## config.mk

```make
export PLATFORM = sky130hd
export DESIGN_NAME = adc_trimmed_mean_averager
export DESIGN_NICKNAME = d
export VERILOG_FILES = /design/src/atma_pkg.sv /design/src/atma_div.sv /design/src/adc_trimmed_mean_averager.sv
export SDC_FILE = /design/constraint.sdc
export NUM_CORES = 1
export LEC_CHECK = 0
export BUFFER_PORTS_ARGS = -buffer_cell sky130_fd_sc_hd__buf_2
export CORE_MARGIN = 4
export CORE_UTILIZATION = 56
export CTS_CLUSTER_DIAMETER = 120
export DETAILED_ROUTE_END_ITERATION = 12
export GPL_TIMING_DRIVEN = 1
export PLACE_DENSITY = 0.77
export SYNTH_ARGS = -nofsm -noshare
export SYNTH_HDL_FRONTEND = slang
export SYNTH_SLANG_ARGS = --single-unit
```

## constraint.sdc

```tcl
create_clock -name i_clk -period 3.1 [get_ports i_clk]
set_input_delay 0.62 -clock i_clk [delete_from_list [all_inputs] [get_ports i_clk]]
set_output_delay 0.62 -clock i_clk [all_outputs]
set_load 0.005 [all_outputs]
```

## src/atma_pkg.sv

```systemverilog
`default_nettype none

package atma_pkg;

    // Field widths of the converter samples and of the averaged result.
    localparam int SAMPLE_W = 10;
    localparam int OUT_W    = 11;
    localparam int COUNT_W  = 4;
    localparam int CFG_IDX_W = 2;
    localparam int CFG_DATA_W = 10;

    // Default batch depth.
    localparam int MAX_SAMPLES_DEF = 8;

    // Sample limits and the temperature saturation window.
    localparam logic [SAMPLE_W-1:0] SAMPLE_MAX = 10'd1023;
    localparam int TEMP_HI = 127;
    localparam int TEMP_LO = -128;

    // Register reset values.
    localparam logic [COUNT_W-1:0]  COUNT_RST  = 4'd6;
    localparam logic                TRIM_RST   = 1'b1;
    localparam logic                KIND_RST   = 1'b0;
    localparam logic [SAMPLE_W-1:0] OFFSET_RST = 10'd0;

    // Configuration register indexes.
    typedef enum logic [CFG_IDX_W-1:0] {
        CFG_SAMPLE_COUNT = 2'd0,
        CFG_TRIM_ENABLE  = 2'd1,
        CFG_MEASURE_KIND = 2'd2,
        CFG_TEMP_OFFSET  = 2'd3
    } t_cfg_idx;

    // Sequencer states.
    typedef enum logic [1:0] {
        ST_IDLE,
        ST_PREP,
        ST_DIV,
        ST_FIN
    } t_state;

    // Divider control and status.
    typedef struct packed {
        logic start;
    } t_div_ctl;

    typedef struct packed {
        logic busy;
        logic done;
    } t_div_sts;

endpackage

`default_nettype wire

```

## src/atma_div.sv

```systemverilog
`default_nettype none

// Restoring divider that retires one quotient bit per cycle.
module atma_div #(
    parameter int NUM_W = 13,
    parameter int DEN_W = 4
) (
    input  wire logic                 i_clk,
    input  wire logic                 i_rst_n,
    input  wire atma_pkg::t_div_ctl   i_ctl,
    input  wire logic [NUM_W-1:0]     i_num,
    input  wire logic [DEN_W-1:0]     i_den,
    output atma_pkg::t_div_sts        o_sts,
    output logic [NUM_W-1:0]          o_quot
);

    localparam int CNT_W = $clog2(NUM_W + 1);

    logic [CNT_W-1:0] r_cnt;
    logic [NUM_W-1:0] r_q;
    logic [DEN_W:0]   r_rem;
    logic [DEN_W-1:0] r_den;

    logic [DEN_W:0]   rem_shift;
    logic [DEN_W+1:0] trial;
    logic             busy;
    logic             q_bit;

    // Shift in the next dividend bit and try to subtract the divisor.
    always_comb begin
        busy      = (r_cnt != '0);
        rem_shift = {r_rem[DEN_W-1:0], r_q[NUM_W-1]};
        trial     = {1'b0, rem_shift} - {2'b00, r_den};
        q_bit     = ~trial[DEN_W+1];
    end

    // Iteration counter.
    always_ff @(posedge i_clk) begin
        if (!i_rst_n) begin
            r_cnt <= '0;
        end else if (i_ctl.start) begin
            r_cnt <= CNT_W'(NUM_W);
        end else if (busy) begin
            r_cnt <= r_cnt - 1'b1;
        end
    end

    // Dividend, partial remainder and divisor.
    always_ff @(posedge i_clk) begin
        if (i_ctl.start) begin
            r_q   <= i_num;
            r_rem <= '0;
            r_den <= i_den;
        end else if (busy) begin
            r_q   <= {r_q[NUM_W-2:0], q_bit};
            r_rem <= q_bit ? trial[DEN_W:0] : rem_shift;
        end
    end

    assign o_sts.busy = busy;
    assign o_sts.done = busy && (r_cnt == CNT_W'(1));
    assign o_quot     = r_q;

endmodule

`default_nettype wire

```

## src/adc_trimmed_mean_averager.sv

```systemverilog
// A sample that does not close a batch leaves the sequencer idle and ready high. A closing
// sample moves it to prep, which loads the divider and clears the batch; the divide state
// waits on the divider, which retires one quotient bit per cycle. The finish state registers
// the result once the output register is free and returns to idle. No sample is taken
// meanwhile; a finished result waits in the output register while the next batch is taken.
// Synchronous active-low reset restores the batch, the sequencer, valid flag and settings.
`default_nettype none

module adc_trimmed_mean_averager #(
    parameter int MAX_SAMPLES = atma_pkg::MAX_SAMPLES_DEF
) (
    input  wire logic                             i_clk,
    input  wire logic                             i_rst_n,
    input  wire logic                             i_cfg_we,
    input  wire logic [atma_pkg::CFG_IDX_W-1:0]   i_cfg_index,
    input  wire logic [atma_pkg::CFG_DATA_W-1:0]  i_cfg_wdata,
    input  wire logic                             i_sample_valid,
    output logic                                  o_sample_ready,
    input  wire logic [atma_pkg::SAMPLE_W-1:0]    i_sample,
    output logic                                  o_result_valid,
    input  wire logic                             i_result_ready,
    output logic signed [atma_pkg::OUT_W-1:0]     o_average_value,
    output logic                                  o_is_temperature
);

    localparam int SW     = atma_pkg::SAMPLE_W;
    localparam int SUM_W  = $clog2(1023 * MAX_SAMPLES + 1);
    localparam int TALLY_W = $clog2(MAX_SAMPLES + 1);
    localparam int CMP_W  = (TALLY_W > atma_pkg::COUNT_W) ? TALLY_W : atma_pkg::COUNT_W;

    // Configuration registers.
    logic [atma_pkg::COUNT_W-1:0] r_sample_count;
    logic                         r_trim_enable;
    logic                         r_measure_kind;
    logic [SW-1:0]                r_temp_offset;

    // Batch accumulators.
    logic [TALLY_W-1:0] r_tally;
    logic [SUM_W-1:0]   r_sum;
    logic [SW-1:0]      r_min;
    logic [SW-1:0]      r_max;

    // Sequencer and output register.
    atma_pkg::t_state r_state, n_state;
    logic                      r_out_valid;
    logic signed [atma_pkg::OUT_W-1:0] r_avg;
    logic                      r_is_temp;

    atma_pkg::t_div_ctl div_ctl;
    atma_pkg::t_div_sts div_sts;
    logic [SUM_W-1:0]   div_quot;

    logic               accept;
    logic               out_free;
    logic [TALLY_W-1:0] tally_inc;
    logic [CMP_W-1:0]   eff_count;
    logic               closes;
    logic               trim_now;
    logic [SUM_W-1:0]   num;
    logic [TALLY_W-1:0] den;
    logic [SW-1:0]      avg;
    logic signed [SW+1:0] diff;
    logic signed [SW+1:0] temp_sat;
    logic signed [atma_pkg::OUT_W-1:0] result;

    // Configuration writes.
    always_ff @(posedge i_clk) begin
        if (!i_rst_n) begin
            r_sample_count <= atma_pkg::COUNT_RST;
            r_trim_enable  <= atma_pkg::TRIM_RST;
            r_measure_kind <= atma_pkg::KIND_RST;
            r_temp_offset  <= atma_pkg::OFFSET_RST;
        end else if (i_cfg_we) begin
            case (atma_pkg::t_cfg_idx'(i_cfg_index))
                atma_pkg::CFG_SAMPLE_COUNT: begin
                    r_sample_count <= i_cfg_wdata[atma_pkg::COUNT_W-1:0];
                end
                atma_pkg::CFG_TRIM_ENABLE: begin
                    r_trim_enable <= i_cfg_wdata[0];
                end
                atma_pkg::CFG_MEASURE_KIND: begin
                    r_measure_kind <= i_cfg_wdata[0];
                end
                atma_pkg::CFG_TEMP_OFFSET: begin
                    r_temp_offset <= i_cfg_wdata[SW-1:0];
                end
                default: begin
                end
            endcase
        end
    end

    // Effective batch length and batch close detection.
    always_comb begin
        accept    = i_sample_valid && o_sample_ready;
        tally_inc = r_tally + 1'b1;
        if (r_sample_count == '0) begin
            eff_count = CMP_W'(1);
        end else if (CMP_W'(r_sample_count) > CMP_W'(MAX_SAMPLES)) begin
            eff_count = CMP_W'(MAX_SAMPLES);
        end else begin
            eff_count = CMP_W'(r_sample_count);
        end
        closes = (CMP_W'(tally_inc) >= eff_count);
    end

    // Dividend and divisor, with or without the extremes dropped.
    always_comb begin
        trim_now = r_trim_enable && (r_tally >= TALLY_W'(3));
        if (trim_now) begin
            num = r_sum - SUM_W'(r_min) - SUM_W'(r_max);
            den = r_tally - TALLY_W'(2);
        end else begin
            num = r_sum;
            den = r_tally;
        end
    end

    // Batch accumulators: add each item, restart once the divider is loaded.
    always_ff @(posedge i_clk) begin
        if (!i_rst_n) begin
            r_tally <= '0;
            r_sum   <= '0;
            r_min   <= atma_pkg::SAMPLE_MAX;
            r_max   <= '0;
        end else if (r_state == atma_pkg::ST_PREP) begin
            r_tally <= '0;
            r_sum   <= '0;
            r_min   <= atma_pkg::SAMPLE_MAX;
            r_max   <= '0;
        end else if (accept) begin
            r_tally <= tally_inc;
            r_sum   <= r_sum + SUM_W'(i_sample);
            if (i_sample < r_min) begin
                r_min <= i_sample;
            end
            if (i_sample > r_max) begin
                r_max <= i_sample;
            end
        end
    end

    atma_div #(
        .NUM_W (SUM_W),
        .DEN_W (TALLY_W)
    ) u_div (
        .i_clk   (i_clk),
        .i_rst_n (i_rst_n),
        .i_ctl   (div_ctl),
        .i_num   (num),
        .i_den   (den),
        .o_sts   (div_sts),
        .o_quot  (div_quot)
    );

    // Next state.
    always_comb begin
        out_free = !r_out_valid || i_result_ready;
        n_state  = r_state;
        case (r_state)
            atma_pkg::ST_IDLE: begin
                if (accept && closes) begin
                    n_state = atma_pkg::ST_PREP;
                end
            end
            atma_pkg::ST_PREP: begin
                n_state = atma_pkg::ST_DIV;
            end
            atma_pkg::ST_DIV: begin
                if (div_sts.done) begin
                    n_state = atma_pkg::ST_FIN;
                end
            end
            atma_pkg::ST_FIN: begin
                if (out_free) begin
                    n_state = atma_pkg::ST_IDLE;
                end
            end
            default: begin
                n_state = atma_pkg::ST_IDLE;
            end
        endcase
    end

    // Sequencer outputs.
    always_comb begin
        o_sample_ready = 1'b0;
        div_ctl.start  = 1'b0;
        case (r_state)
            atma_pkg::ST_IDLE: begin
                o_sample_ready = 1'b1;
            end
            atma_pkg::ST_PREP: begin
                div_ctl.start = 1'b1;
            end
            default: begin
            end
        endcase
    end

    always_ff @(posedge i_clk) begin
        if (!i_rst_n) begin
            r_state <= atma_pkg::ST_IDLE;
        end else begin
            r_state <= n_state;
        end
    end

    // Clip the quotient and form the voltage or temperature result.
    always_comb begin
        if (|div_quot[SUM_W-1:SW]) begin
            avg = atma_pkg::SAMPLE_MAX;
        end else begin
            avg = div_quot[SW-1:0];
        end
        diff = $signed({2'b00, avg}) - $signed({2'b00, r_temp_offset});
        if (diff > (SW+2)'(atma_pkg::TEMP_HI)) begin
            temp_sat = (SW+2)'(atma_pkg::TEMP_HI);
        end else if (diff < (SW+2)'(atma_pkg::TEMP_LO)) begin
            temp_sat = (SW+2)'(atma_pkg::TEMP_LO);
        end else begin
            temp_sat = diff;
        end
        if (r_measure_kind) begin
            result = temp_sat[atma_pkg::OUT_W-1:0];
        end else begin
            result = {1'b0, avg};
        end
    end

    // Output register valid flag.
    always_ff @(posedge i_clk) begin
        if (!i_rst_n) begin
            r_out_valid <= 1'b0;
        end else if (r_state == atma_pkg::ST_FIN && out_free) begin
            r_out_valid <= 1'b1;
        end else if (i_result_ready) begin
            r_out_valid <= 1'b0;
        end
    end

    // Output register payload.
    always_ff @(posedge i_clk) begin
        if (r_state == atma_pkg::ST_FIN && out_free) begin
            r_avg     <= result;
            r_is_temp <= r_measure_kind;
        end
    end

    assign o_result_valid   = r_out_valid;
    assign o_average_value  = r_avg;
    assign o_is_temperature = r_is_temp;

    // The divider runs only while the sequencer waits on it.
    a_div_in_state: assert property (@(posedge i_clk) disable iff (!i_rst_n)
        div_sts.busy |-> (r_state == atma_pkg::ST_DIV))
        else $error("divider busy outside the divide state");

    // The batch never holds more items than the configured maximum.
    a_tally_bound: assert property (@(posedge i_clk) disable iff (!i_rst_n)
        r_tally <= TALLY_W'(MAX_SAMPLES))
        else $error("batch tally above maximum");

    // A non-empty batch has its minimum at or below its maximum.
    a_min_max: assert property (@(posedge i_clk) disable iff (!i_rst_n)
        (r_tally != '0) |-> (r_min <= r_max))
        else $error("batch minimum above maximum");

    // Leaving the finish state always presents a result.
    a_fin_out: assert property (@(posedge i_clk) disable iff (!i_rst_n)
        (r_state == atma_pkg::ST_FIN && out_free) |=> r_out_valid)
        else $error("finished result not presented");

endmodule

`default_nettype wire
```

==> summary.md <==
| Metric | Value |
|---|---|
| Run status | finished clean |
| Non-filler instance count after layout | about 930 |
| Cts bufs inserted | 9 |
| Fmax | about 330 MHz |
| Fin util | ~65% |
| Sinks on Clock Net | 93 |
| Post-Place Cells | 911 |
| Max Slew Vio Count | 0 |
| RSZ-0062 raised after global routing | true |
| Initial Utilization | between 50% and 60% |
| Most frequent cells in the layout | nand2_1, nor2_1, inv_1, ha_1, a21oi_1 |
| Largest net degree at the start of global routing | 37 |
| Gr usage total | 24.5% |
| Net Count, Synth | 847 |
| Hold Path Class | register to register |
| Avg WL per Cell | around 17 µm |
| Final Skew | approximately 0.0090 ns |
| Asr flop ratio synth | 0% |
| Worst-path clk slew | 0.07 ns |
| Setup Slack @ Placement | -0.0492 ns |
| First-pass GRT wire length | about 26 mm |
| Layout area overhead | 12.6% |
| Worst VDD drop | around 0.44 mV |
| Final net count | roughly 900 |
| Detailed-route DRC error count | 0 |
| Storage cell area | between 2000 and 2500 µm² |
| Cell taking the most area after synthesis | dfxtp_1 |
| Initial DRC count | 457 |
| Routed WL | between 15 and 20 mm |
| Slew @ Worst Pin | around 1.1 ns |
| Hold Fails Final Rpt | 0 |
| Vias | between 5000 and 6000 |
| Logic gate share of total power | a little over half |
| Crit-path max FO | 4 |
| Site Rows | 38 |
| Cells after synthesis | between 700 and 800 |
| CP Class | register to register |
| Mapped Area | 6370 µm² |
| Multi-input gate area | around 4000 µm² |
| Syn_area_per_cell | 8.63 µm² |
| Reg power frac | a little under a third |
| Sequential area share after synthesis | around 34% |
| Core Region | around 11000 µm² |
| Fill count | roughly 900 |
| DIE AREA | ~13000 µm² |
| Critical Path RT | ~3.2 ns |
| Type of origin of the critical path | register |
| Sw Share | a little over two fifths |
| Clock share of power | between 10% and 20% |
| Kind of end point of the critical path | register |
| Initial antenna violation count | 0 |
| Main synth FF type | dfxtp_1 |
| Grt ovf | 0 |
| Diode count | 0 |
| Latest clock arrival within the worst-skew pair | approximately 0.35 ns |
| Synth top area cells | dfxtp_1, edfxtp_1, ha_1, a21oi_1, nand2_1 |
| Distinct cells, synth | 60 |
| Tcrit/Tclk final | 98.4% |
| DR pass1 iterations | 5 |
| Die X-Extent | roughly 110 µm |
| Root Buffer | clkbuf_16 |
| # setup viols final | 0 |
| Synth top area share | 20.1% |
| Min Clock Period, post-route | 3.05 ns |
| NetSw | between 2000 and 3000 µW |
| PortBufs | 40 |
| Cts hold-fix bufs | 0 |
| Hold Worst Slack | between 0.4 and 0.5 ns |
| Post-DP HPWL | ~12 mm |
| Synth Register Bits | slightly above 90 |
| P_int | about 3600 µW |
| Commonest non-fill, non-tap cell in the layout | nand2_1 |
| Vias in the first global route | between 5000 and 6000 |
| Crit path DAT | roughly 3.2 ns |
| Slew HR | between 20% and 30% |
| CTS tree | yes |
| Static Leak | 0.00315 µW |
| ANT nets after route | 0 |
| Post-synth EDFFs | 29 |
| H-tree depth | 3 |
| Max_cap viols | 0 |
| Die H | roughly 110 µm |
| CTS max path bufs | 2 |
| Final worst slack | 0.0508 ns |
| Total Power | approximately 6300 µW |
| Ys Warns | 0 |
| Layout cells sized above 1 | between 10% and 20% |
| IO Count | between 40 and 50 |
| Pwr per Cell Area | between 800 and 900 nW/µm² |
| Vias per cell | slightly below 6 |
| GPL Wtd Cong | around 0.9 |
-- registers in the layout (all words and copies together) (netlist names) --
register / count
r_sample_count: 4
r_max: 10
u_div.r_rem: 4
r_min: 10
r_measure_kind: 1
o_is_temperature: 1
o_average_value: 11
r_sum: 13
r_temp_offset: 10
r_trim_enable: 1
u_div.o_quot: 13
u_div.r_cnt: 4
r_state: 2
o_result_valid: 1
u_div.r_den: 4
r_tally: 4
-- per-layer routing --
| metal | track usage, % | part of all wire (%) | vias up |
|---|---|---|---|
| li1 | - | - | 2698 |
| met5 | 0 | 0 | - |
| met4 | 9.74 | 2.6 | 0 |
| met3 | 3.38 | 4.1 | 30 |
| met2 | 43.1 | 50 | 153 |
| met1 | 30.1 | 43 | 2580 |
-- area by class of cell --
class / count / share of cell area, %
multi-input combinational: 556 / 55.2
sequential: 93 / 30.0
timing repair buffer: 56 / 4.52
clock buffer: 13 / 3.78
inverter: 70 / 3.66
tap: 140 / 2.44
clock inverter: 3 / 0.366
-- through the flow --
step | TNS [ns] | instance area [µm²]
after floorplan | 0 | 6390
after global placement | 0 | 6780
after detailed placement | -0.197 | 6780
after CTS | 0 | 7090
after global routing | -0.528 | 7180
final | 0 | 7180
-- what timing repair did --
item | 4_1_cts | 5_1_grt
pin swaps | 0 | 13
buffers inserted | 0 | 4
gates resized for setup | 2 | 15
setup endpoints to repair | 6 | 9
-- synth_stat cells, types with 4 or more instances --
cell type / n
dfxtp_1: 64
nand2b_1: 12
nor2_1: 68
xnor2_1: 17
a31oi_1: 5
inv_1: 68
mux2i_1: 24
and3_1: 7
nand4_1: 4
o21ai_1: 15
nand3_1: 20
o21ai_0: 17
o21a_1: 5
o211ai_1: 8
a21oi_1: 68
nand2_1: 88
nor4_1: 6
edfxtp_1: 29
clkbuf_1: 15
xor2_1: 7
nor3_1: 11
nor2b_1: 12
fa_1: 13
a211oi_1: 8
a211o_1: 6
ha_1: 69
a21o_1: 14
or3_1: 4
-- path summary, 6_finish.rpt --
kind,startpoint,cells past startpoint,slack [ns],end
max,u_div.o_quot[10],10,0.05,o_average_value[4]
min,r_temp_offset[7],2,0.46,r_temp_offset[7]
max reg2reg,u_div.o_quot[10],10,0.05,o_average_value[4]
min reg2reg,r_temp_offset[7],2,0.46,r_temp_offset[7]
-- worst max-delay path: stages (launching register included) --
cell and delay [ns]:
edfxtp_1 0.44, nor3_2 0.29, nand2b_1 0.15, ha_1 0.29, nor2b_1 0.15, o2111ai_2 0.27
a311oi_2 0.17, nor4_2 0.54, o2111ai_2 0.26, o21ai_1 0.20, nor2_1 0.05
-- power by group through the flow --
stage                     combinational (µW)  sequential, µW  clock [µW]
after floorplan                         2450            1830           0
after global routing                    3710            1930        1180
after global placement                  3020            1890           0
after detailed placement                3160            1920           0
final                                   3300            1900        1110
after CTS                               3180            1900        1130
-- kinds of logic (layout without fill, tap and decap cells) --
logic type / count (synthesis) / count (layout) / synth area share, %
adders and majority gates: 82 / 82 / 17.6
buffers and inverters: 89 / 142 / 5.30
AOI/OAI and AO/OA: 176 / 176 / 17.8
muxes: 25 / 25 / 3.95
xor gates and xnor gates: 24 / 24 / 3.30
DFF: 93 / 93 / 33.8
and+or+nand+nor: 249 / 249 / 18.3
Power figures use the tool's default switching activity.
